### src/rtl/core/pis_pkg.sv
// shared constants and types for the inverse permutation scatter block
package pis_pkg;

   localparam int MAX_LEN     = 64;
   localparam int STORE_DEPTH = 64;
   localparam int ADDR_W      = $clog2(STORE_DEPTH);
   localparam int CNT_W       = $clog2(MAX_LEN + 1);
   localparam int CHAR_W      = 8;
   localparam int INDEX_W     = 16;

   localparam logic [CHAR_W-1:0] SPACE_CHAR = 8'd32;
   localparam logic [CHAR_W-1:0] NUL_CHAR   = 8'd0;

   typedef struct packed {
      logic [CHAR_W-1:0]  ch;
      logic [INDEX_W-1:0] target_index;
   } item_type;

endpackage

### src/rtl/core/pis_channels.sv
// valid/ready channels for the item and decoded character beats
interface pis_req_if;
   logic                                valid;
   logic                                ready;
   logic [pis_pkg::CHAR_W-1:0]          ch;
   logic signed [pis_pkg::INDEX_W-1:0]  target_index;
   logic                                last;

   modport source (output valid, output ch, output target_index, output last, input ready);
   modport sink   (input valid, input ch, input target_index, input last, output ready);
endinterface

interface pis_rsp_if;
   logic                        valid;
   logic                        ready;
   logic [pis_pkg::CHAR_W-1:0]  out_char;
   logic [pis_pkg::ADDR_W-1:0]  out_position;
   logic                        out_last;

   modport source (output valid, output out_char, output out_position, output out_last,
                   input ready);
   modport sink   (input valid, input out_char, input out_position, input out_last,
                   output ready);
endinterface

### src/rtl/core/pis_item_store.sv
// item store memory: character and target index per arrival position
module pis_item_store (
   input  logic                       clock,
   input  logic                       wr_en,
   input  logic [pis_pkg::ADDR_W-1:0] wr_addr,
   input  pis_pkg::item_type          wr_data,
   input  logic                       rd_en,
   input  logic [pis_pkg::ADDR_W-1:0] rd_addr,
   output pis_pkg::item_type          rd_data
);

   pis_pkg::item_type mem [pis_pkg::STORE_DEPTH];
   pis_pkg::item_type rd_data_ff;

   always_ff @(posedge clock) begin
      if (wr_en) begin
         mem[wr_addr] <= wr_data;
      end
      if (rd_en) begin
         rd_data_ff <= mem[rd_addr];
      end
   end

   assign rd_data = rd_data_ff;

endmodule

### src/rtl/core/permutation_inverse_scatter.sv
// top level: collects a scrambled word and emits it in decoded order
// Items are taken one per cycle into the item store until the beat marked last.
// The word is then scattered into the decode buffer (one store read per cycle,
// n = stored items, at most 64, then the final write and the step to leave),
// during which no item is taken, and
// emitted character by character, each read via the single registered read port of
// the decode buffer, then loaded into the output register once it is free. Loading of
// the next word starts as soon as the final character sits in the output register.
module permutation_inverse_scatter (
   input logic     clock,
   input logic     reset,
   pis_req_if.sink   req_chan,
   pis_rsp_if.source rsp_chan
);

   typedef enum logic [1:0] {
      S_LOAD,
      S_SCAT,
      S_EMIT_RD,
      S_EMIT_LD
   } state_type;

   state_type                     state_ff, state_in;
   logic [pis_pkg::CNT_W-1:0]     count_ff, count_in;
   logic [pis_pkg::CNT_W-1:0]     pos_ff, pos_in;
   logic                          sc_vld_ff, sc_vld_in;
   logic [pis_pkg::ADDR_W-1:0]    sc_pos_ff, sc_pos_in;
   logic [pis_pkg::STORE_DEPTH-1:0] wmask_ff, wmask_in;
   logic                          rv_ff, rv_in;
   logic [pis_pkg::CHAR_W-1:0]    rch_ff, rch_in;
   logic [pis_pkg::ADDR_W-1:0]    rpos_ff, rpos_in;
   logic                          rlast_ff, rlast_in;

   logic [pis_pkg::CHAR_W-1:0]    dbuf [pis_pkg::STORE_DEPTH];
   logic [pis_pkg::CHAR_W-1:0]    dq_ff;
   logic                          dv_ff;

   logic                          st_wr_en, st_rd_en;
   pis_pkg::item_type             st_wr_data, st_rd_data;
   logic                          db_wr_en, db_rd_en;
   logic [pis_pkg::ADDR_W-1:0]    db_wr_addr;
   logic                          accept, idx_ok;
   logic [pis_pkg::INDEX_W-1:0]   idx_u;
   logic                          out_free;

   assign accept   = req_chan.valid && req_chan.ready;
   assign out_free = !rv_ff || rsp_chan.ready;

   assign st_wr_en   = accept && (count_ff < pis_pkg::CNT_W'(pis_pkg::MAX_LEN));
   assign st_wr_data = '{ch: req_chan.ch, target_index: req_chan.target_index};
   assign st_rd_en   = (state_ff == S_SCAT) && (pos_ff < count_ff);

   pis_item_store u_store (
      .clock   (clock),
      .wr_en   (st_wr_en),
      .wr_addr (count_ff[pis_pkg::ADDR_W-1:0]),
      .wr_data (st_wr_data),
      .rd_en   (st_rd_en),
      .rd_addr (pos_ff[pis_pkg::ADDR_W-1:0]),
      .rd_data (st_rd_data)
   );

   // destination of the stored beat read last cycle
   assign idx_u  = st_rd_data.target_index;
   assign idx_ok = !idx_u[pis_pkg::INDEX_W-1] &&
                   (idx_u < pis_pkg::INDEX_W'(count_ff));
   assign db_wr_en   = sc_vld_ff;
   assign db_wr_addr = idx_ok ? idx_u[pis_pkg::ADDR_W-1:0] : sc_pos_ff;
   assign db_rd_en   = (state_ff == S_EMIT_RD);

   always_ff @(posedge clock) begin
      if (db_wr_en) begin
         dbuf[db_wr_addr] <= st_rd_data.ch;
      end
      if (db_rd_en) begin
         dq_ff <= dbuf[pos_ff[pis_pkg::ADDR_W-1:0]];
         dv_ff <= wmask_ff[pos_ff[pis_pkg::ADDR_W-1:0]];
      end
   end

   always_comb begin
      state_in  = state_ff;
      count_in  = count_ff;
      pos_in    = pos_ff;
      sc_vld_in = 1'b0;
      sc_pos_in = pos_ff[pis_pkg::ADDR_W-1:0];
      wmask_in  = wmask_ff;
      rv_in     = rv_ff && !rsp_chan.ready;
      rch_in    = rch_ff;
      rpos_in   = rpos_ff;
      rlast_in  = rlast_ff;

      if (db_wr_en) begin
         wmask_in[db_wr_addr] = 1'b1;
      end

      case (state_ff)
         S_LOAD: begin
            if (accept) begin
               if (st_wr_en) begin
                  count_in = count_ff + 1'b1;
               end
               if (req_chan.last) begin
                  wmask_in = '0;
                  pos_in   = '0;
                  state_in = S_SCAT;
               end
            end
         end
         S_SCAT: begin
            if (st_rd_en) begin
               sc_vld_in = 1'b1;
               pos_in    = pos_ff + 1'b1;
            end else if (!sc_vld_ff) begin
               pos_in   = '0;
               state_in = S_EMIT_RD;
            end
         end
         S_EMIT_RD: begin
            state_in = S_EMIT_LD;
         end
         S_EMIT_LD: begin
            if (out_free) begin
               rv_in    = 1'b1;
               rch_in   = (dv_ff && (dq_ff != pis_pkg::NUL_CHAR)) ? dq_ff : pis_pkg::SPACE_CHAR;
               rpos_in  = pos_ff[pis_pkg::ADDR_W-1:0];
               rlast_in = (pos_ff + 1'b1) == count_ff;
               pos_in   = pos_ff + 1'b1;
               if ((pos_ff + 1'b1) == count_ff) begin
                  count_in = '0;
                  state_in = S_LOAD;
               end else begin
                  state_in = S_EMIT_RD;
               end
            end
         end
         default: begin
            state_in = S_LOAD;
         end
      endcase
   end

   always_ff @(posedge clock) begin
      if (reset) begin
         state_ff  <= S_LOAD;
         count_ff  <= '0;
         pos_ff    <= '0;
         sc_vld_ff <= 1'b0;
         wmask_ff  <= '0;
         rv_ff     <= 1'b0;
      end else begin
         state_ff  <= state_in;
         count_ff  <= count_in;
         pos_ff    <= pos_in;
         sc_vld_ff <= sc_vld_in;
         wmask_ff  <= wmask_in;
         rv_ff     <= rv_in;
      end
      sc_pos_ff <= sc_pos_in;
      rch_ff    <= rch_in;
      rpos_ff   <= rpos_in;
      rlast_ff  <= rlast_in;
   end

   assign req_chan.ready        = (state_ff == S_LOAD);
   assign rsp_chan.valid        = rv_ff;
   assign rsp_chan.out_char     = rch_ff;
   assign rsp_chan.out_position = rpos_ff;
   assign rsp_chan.out_last     = rlast_ff;

endmodule
### src/flat_wrapper.sv
// flat-port wrapper written by rule: the top's interface ports become plain ports
module permutation_inverse_scatter_flat 
  (clock, reset, req_chan_valid, req_chan_ch, req_chan_target_index, req_chan_last, req_chan_ready, rsp_chan_valid, rsp_chan_out_char, rsp_chan_out_position, rsp_chan_out_last, rsp_chan_ready);
  pis_req_if req_chan_i ();
  pis_rsp_if rsp_chan_i ();
  input logic clock;
  input logic reset;
  input wire logic [$bits(req_chan_i.valid)-1:0] req_chan_valid;
  input wire logic [$bits(req_chan_i.ch)-1:0] req_chan_ch;
  input wire logic [$bits(req_chan_i.target_index)-1:0] req_chan_target_index;
  input wire logic [$bits(req_chan_i.last)-1:0] req_chan_last;
  output wire logic [$bits(req_chan_i.ready)-1:0] req_chan_ready;
  output wire logic [$bits(rsp_chan_i.valid)-1:0] rsp_chan_valid;
  output wire logic [$bits(rsp_chan_i.out_char)-1:0] rsp_chan_out_char;
  output wire logic [$bits(rsp_chan_i.out_position)-1:0] rsp_chan_out_position;
  output wire logic [$bits(rsp_chan_i.out_last)-1:0] rsp_chan_out_last;
  input wire logic [$bits(rsp_chan_i.ready)-1:0] rsp_chan_ready;
  assign req_chan_i.valid = req_chan_valid;
  assign req_chan_i.ch = req_chan_ch;
  assign req_chan_i.target_index = req_chan_target_index;
  assign req_chan_i.last = req_chan_last;
  assign req_chan_ready = req_chan_i.ready;
  assign rsp_chan_valid = rsp_chan_i.valid;
  assign rsp_chan_out_char = rsp_chan_i.out_char;
  assign rsp_chan_out_position = rsp_chan_i.out_position;
  assign rsp_chan_out_last = rsp_chan_i.out_last;
  assign rsp_chan_i.ready = rsp_chan_ready;
  permutation_inverse_scatter u_core (.clock(clock), .reset(reset), .req_chan(req_chan_i), .rsp_chan(rsp_chan_i));
endmodule
### config.mk
export PLATFORM = sky130hd
export DESIGN_NAME = permutation_inverse_scatter_flat
export DESIGN_NICKNAME = d
export VERILOG_FILES = /design/src/rtl/core/pis_pkg.sv /design/src/rtl/core/pis_channels.sv /design/src/rtl/core/pis_item_store.sv /design/src/rtl/core/permutation_inverse_scatter.sv /design/src/flat_wrapper.sv
export SDC_FILE = /design/constraint.sdc
export NUM_CORES = 2
export LEC_CHECK = 0
export BUFFER_PORTS_ARGS = -buffer_cell sky130_fd_sc_hd__buf_2
export CAP_MARGIN = 20
export CORE_MARGIN = 5
export CORE_UTILIZATION = 30
export CTS_BUF_LIST = sky130_fd_sc_hd__clkbuf_16
export DETAILED_ROUTE_END_ITERATION = 12
export HOLD_SLACK_MARGIN = 0.12
export PLACE_DENSITY = 0.53
export SYNTH_ARGS = -nofsm -noshare
export SYNTH_HDL_FRONTEND = slang
export SYNTH_SLANG_ARGS = --single-unit
### constraint.sdc
create_clock -name clock -period 2.7 [get_ports clock]
set_input_delay 0.27 -clock clock [delete_from_list [all_inputs] [get_ports clock]]
set_output_delay 0.27 -clock clock [all_outputs]
set_load 0.02 [all_outputs]
==> impl_metrics.env <==
export IMPL_period_minus_slack_ps=2811
export IMPL_hold_start="req_chan_target_index[1]"
export IMPL_wl_um=222600
export IMPL_design_area_mm2=0.1027
export IMPL_worst_slew_pin_slew_ps=1182
export IMPL_setup_violations=99
export IMPL_tritoncts="done"
export IMPL_final_setup_worst_slack_ps=-111.0
export IMPL_worstReg2RegEnd="u_core.dbuf[3][2]"
export IMPL_layout_common_cells="edfxtp_1 (2096), mux4_2 (653), clkbuf_16 (236)"
export IMPL_violations="negative setup slack"
export IMPL_slew_headroom_pct=21.04
export IMPL_clock_latency_ps=910
export IMPL_final_hold_viol_count=0
export IMPL_grt_overflow_total=0
export IMPL_syn_inst=3725
export IMPL_clock_path_buffers=4
export IMPL_skew_ps=124.1
export IMPL_holdPathStages=2
export IMPL_ant_nets=0
export IMPL_rsz0062_at_grt="yes"
export IMPL_drt_iter0_markers=3960
export IMPL_p_total_w=0.06895
export IMPL_fin_cells=8214
export IMPL_status="complete, but fails checks"
export IMPL_worstPathArrival_ps=3330
export IMPL_synth_top_area_share_pct=74.95
export IMPL_netlist_area_mm2=0.08397
export IMPL_grt_pass1_wl_um=315900
export IMPL_antenna_found_initial=11
export IMPL_p_leak_nw=31.22
export IMPL_ys_ff_latch=2184
export IMPL_fmax_mhz=355.7
export IMPL_worstHoldEndpoint="u_core.u_store.mem[32][1]"
export IMPL_cts_sinks=2184
export IMPL_critPathMaxFanout=8
export IMPL_drive_above_1_share_pct=37.70
export IMPL_rows=194
export IMPL_initial_core_util_pct=30.08
export IMPL_post_drt_via_cell_ratio=4.978
export IMPL_die_h_um=539.1
export IMPL_yosysWarnings=0
export IMPL_core_mm2=0.2791
export IMPL_worst_hold_path_type="primary input to flop"
export IMPL_portBuffers=45
export IMPL_drt_wirelength_per_cell_um=27.10
export IMPL_cap_viol_max_count=0
export IMPL_syn_nets=3769
export IMPL_gp_congestion=0.8383
export IMPL_cts_buffers=224
export IMPL_die_area_mm2=0.2906
export IMPL_utilization_pct=36.79
export IMPL_synth_edf_count=2096
export IMPL_fin_crit_sh_pct=104.1
export IMPL_slew_viol_final=0
export IMPL_synth_flop_cell="edfxtp_1"
export IMPL_die_w_um=539.1
export IMPL_powerDensity_mw_per_mm2=671.5
export IMPL_track_usage_pct=14.89
export IMPL_placedCellCount=7717
export IMPL_worstSetupPathType="flop to flop"
export IMPL_yosys_area_top_type="edfxtp_1"
export IMPL_synth_area_leaders="edfxtp_1 (75%), mux4_2 (18%), dfxtp_1 (2.1%)"
export IMPL_pin_count=46
export IMPL_grt_max_degree=65
export IMPL_hpwl_um=130500
export IMPL_final_nets=4350
export IMPL_placed_area_mm2=0.09348
export IMPL_reg2reg_from="u_core.u_store.rd_data[0]"
export IMPL_worstRegToRegCells=11
export IMPL_cts_root_buf="clkbuf_16"
export IMPL_worst_r2r_setup_slack_ps=-110
export IMPL_synthDistinctLibCells=52
export IMPL_drc=0
export IMPL_cp_required_ps=3220
export IMPL_layout_commonest_cell="edfxtp_1"
export IMPL_firstDrtPassIters=6
export IMPL_dp_slack_ps=-715.7
export IMPL_path_clk_slew_ps=60
export IMPL_syn_area_per_cell_um2=22.54
export IMPL_area_delta_synth_final_pct=22.29
export IMPL_worst_ir_drop_vdd_mv=0.5374
export IMPL_cts_max_level=4
export IMPL_yosysSeqAreaShare_pct=77.05
export IMPL_routed_via_count=40890
export IMPL_ys_async_sr_fraction_pct=0
export IMPL_grt_pass1_vias=41750
export IMPL_cp_start_kind="flop"
export IMPL_cp_end_kind="flop"
cell type report:
cell class,count,area [um^2]
Fill cell,25430,176500
Antenna cell,7,17.52
Sequential cell,2184,64720
Tap cell,3724,4659
Clock buffer,229,5731
Multi-Input combinational cell,1329,19830
Inverter,22,90.09
Timing Repair Buffer,545,6624
Clock inverter,174,1021
state kept, by name, indices dropped and copies added (netlist names):
register and count:
u_core.state_ff 2, u_core.count_ff 7, u_core.rsp_chan.out_char 8, u_core.rsp_chan.out_position 6, u_core.rsp_chan.valid 1, u_core.u_store.mem 1536
u_core.wmask_ff 64, u_core.sc_pos_ff 6, u_core.dq_ff 8, u_core.rsp_chan.out_last 1, u_core.u_store.rd_data 24, u_core.dv_ff 1
u_core.dbuf 512, u_core.pos_ff 7, u_core.db_wr_en 1
where the power goes:
part	internal [W]	leakage [nW]	switching (W)	total, W
Clock	0.0161	3.54	0.0126	0.0287
Combinational	0.00122	8.11	0.00168	0.00289
Sequential	0.0373	19.6	0.0000722	0.0373
how the worst max path moves through the flow:
stage | cells past startpoint | from | end | slack, ps
after detailed placement | 6 | u_core.pos_ff[0] | u_core.u_store.rd_data[5] | -720
after floorplan | 6 | u_core.state_ff[0] | u_core.u_store.mem[62][0] | -350
after CTS | 6 | u_core.pos_ff[0] | u_core.u_store.rd_data[5] | -90
final | 11 | u_core.u_store.rd_data[0] | u_core.dbuf[3][2] | -110
after global placement | 6 | u_core.pos_ff[0] | u_core.u_store.rd_data[5] | -730
after global routing | 11 | u_core.u_store.rd_data[0] | u_core.dbuf[3][2] | -170
synthesized netlist by cell type, types with 12 or more instances:
master	n
nand3_1	17
a31oi_1	16
buf_1	21
nand2_1	144
ha_1	15
nor4_1	14
o21ai_0	72
mux4_2	653
buf_2	70
dfxtp_1	88
a21oi_1	12
nor2_1	152
edfxtp_1	2096
a22oi_1	50
inv_1	18
and3_1	26
clkbuf_1	89
nor3_1	28
routing by layer:
metal,global-route usage (%),vias to the layer above,part of all wire (%)
met5,0,-,0.015
met4,2.886,6,1.9
met3,2.900,281,5.9
met2,25.15,1287,50
met1,20.16,22280,42
li1,-,17040,-
critical path, stage by stage (launching register included):
cell	delay [ps]
edfxtp_1	530
nand2b_4	210
a2111oi_4	340
o21ai_4	170
buf_6	170
buf_6	110
nor4_2	180
o21ai_1	120
buf_4	200
buf_12	150
nor2_4	110
buf_6	140
cells by family (layout without fill, tap and decap cells):
logic type	after synthesis	count (layout)	synth area share, %
AND/OR/NAND/NOR	436	436	2.344
multiplexers	656	657	17.55
XOR/XNOR	10	10	0.1043
buffers and inverters	213	970	1.123
other	0	7	0
adder cells (fa/ha/maj)	15	15	0.2235
AO/OA/AOI/OAI	211	211	1.603
flip-flops	2184	2184	77.05
through the flow:
step	TNS, ps	hold WS (ps)
2_1_floorplan	-352410	365.5
4_1_cts	-1392	128.8
6_report	-3144	155.5
3_3_place_gp	-80450	428.4
3_5_place_dp	-80850	437.9
5_1_grt	-11120	147.1
timing repair:
action / 4_1_cts / 5_1_grt
resized for setup: 139 / 155
hold buffers: 26 / 2
endpoints found under the setup margin: 605 / 474
gates cloned: 4 / 7
setup buffers: 24 / 23
hold endpoints to repair: 952 / 84
pin swaps: 18 / 30
Note: power is estimated with default switching activity, not from simulation.
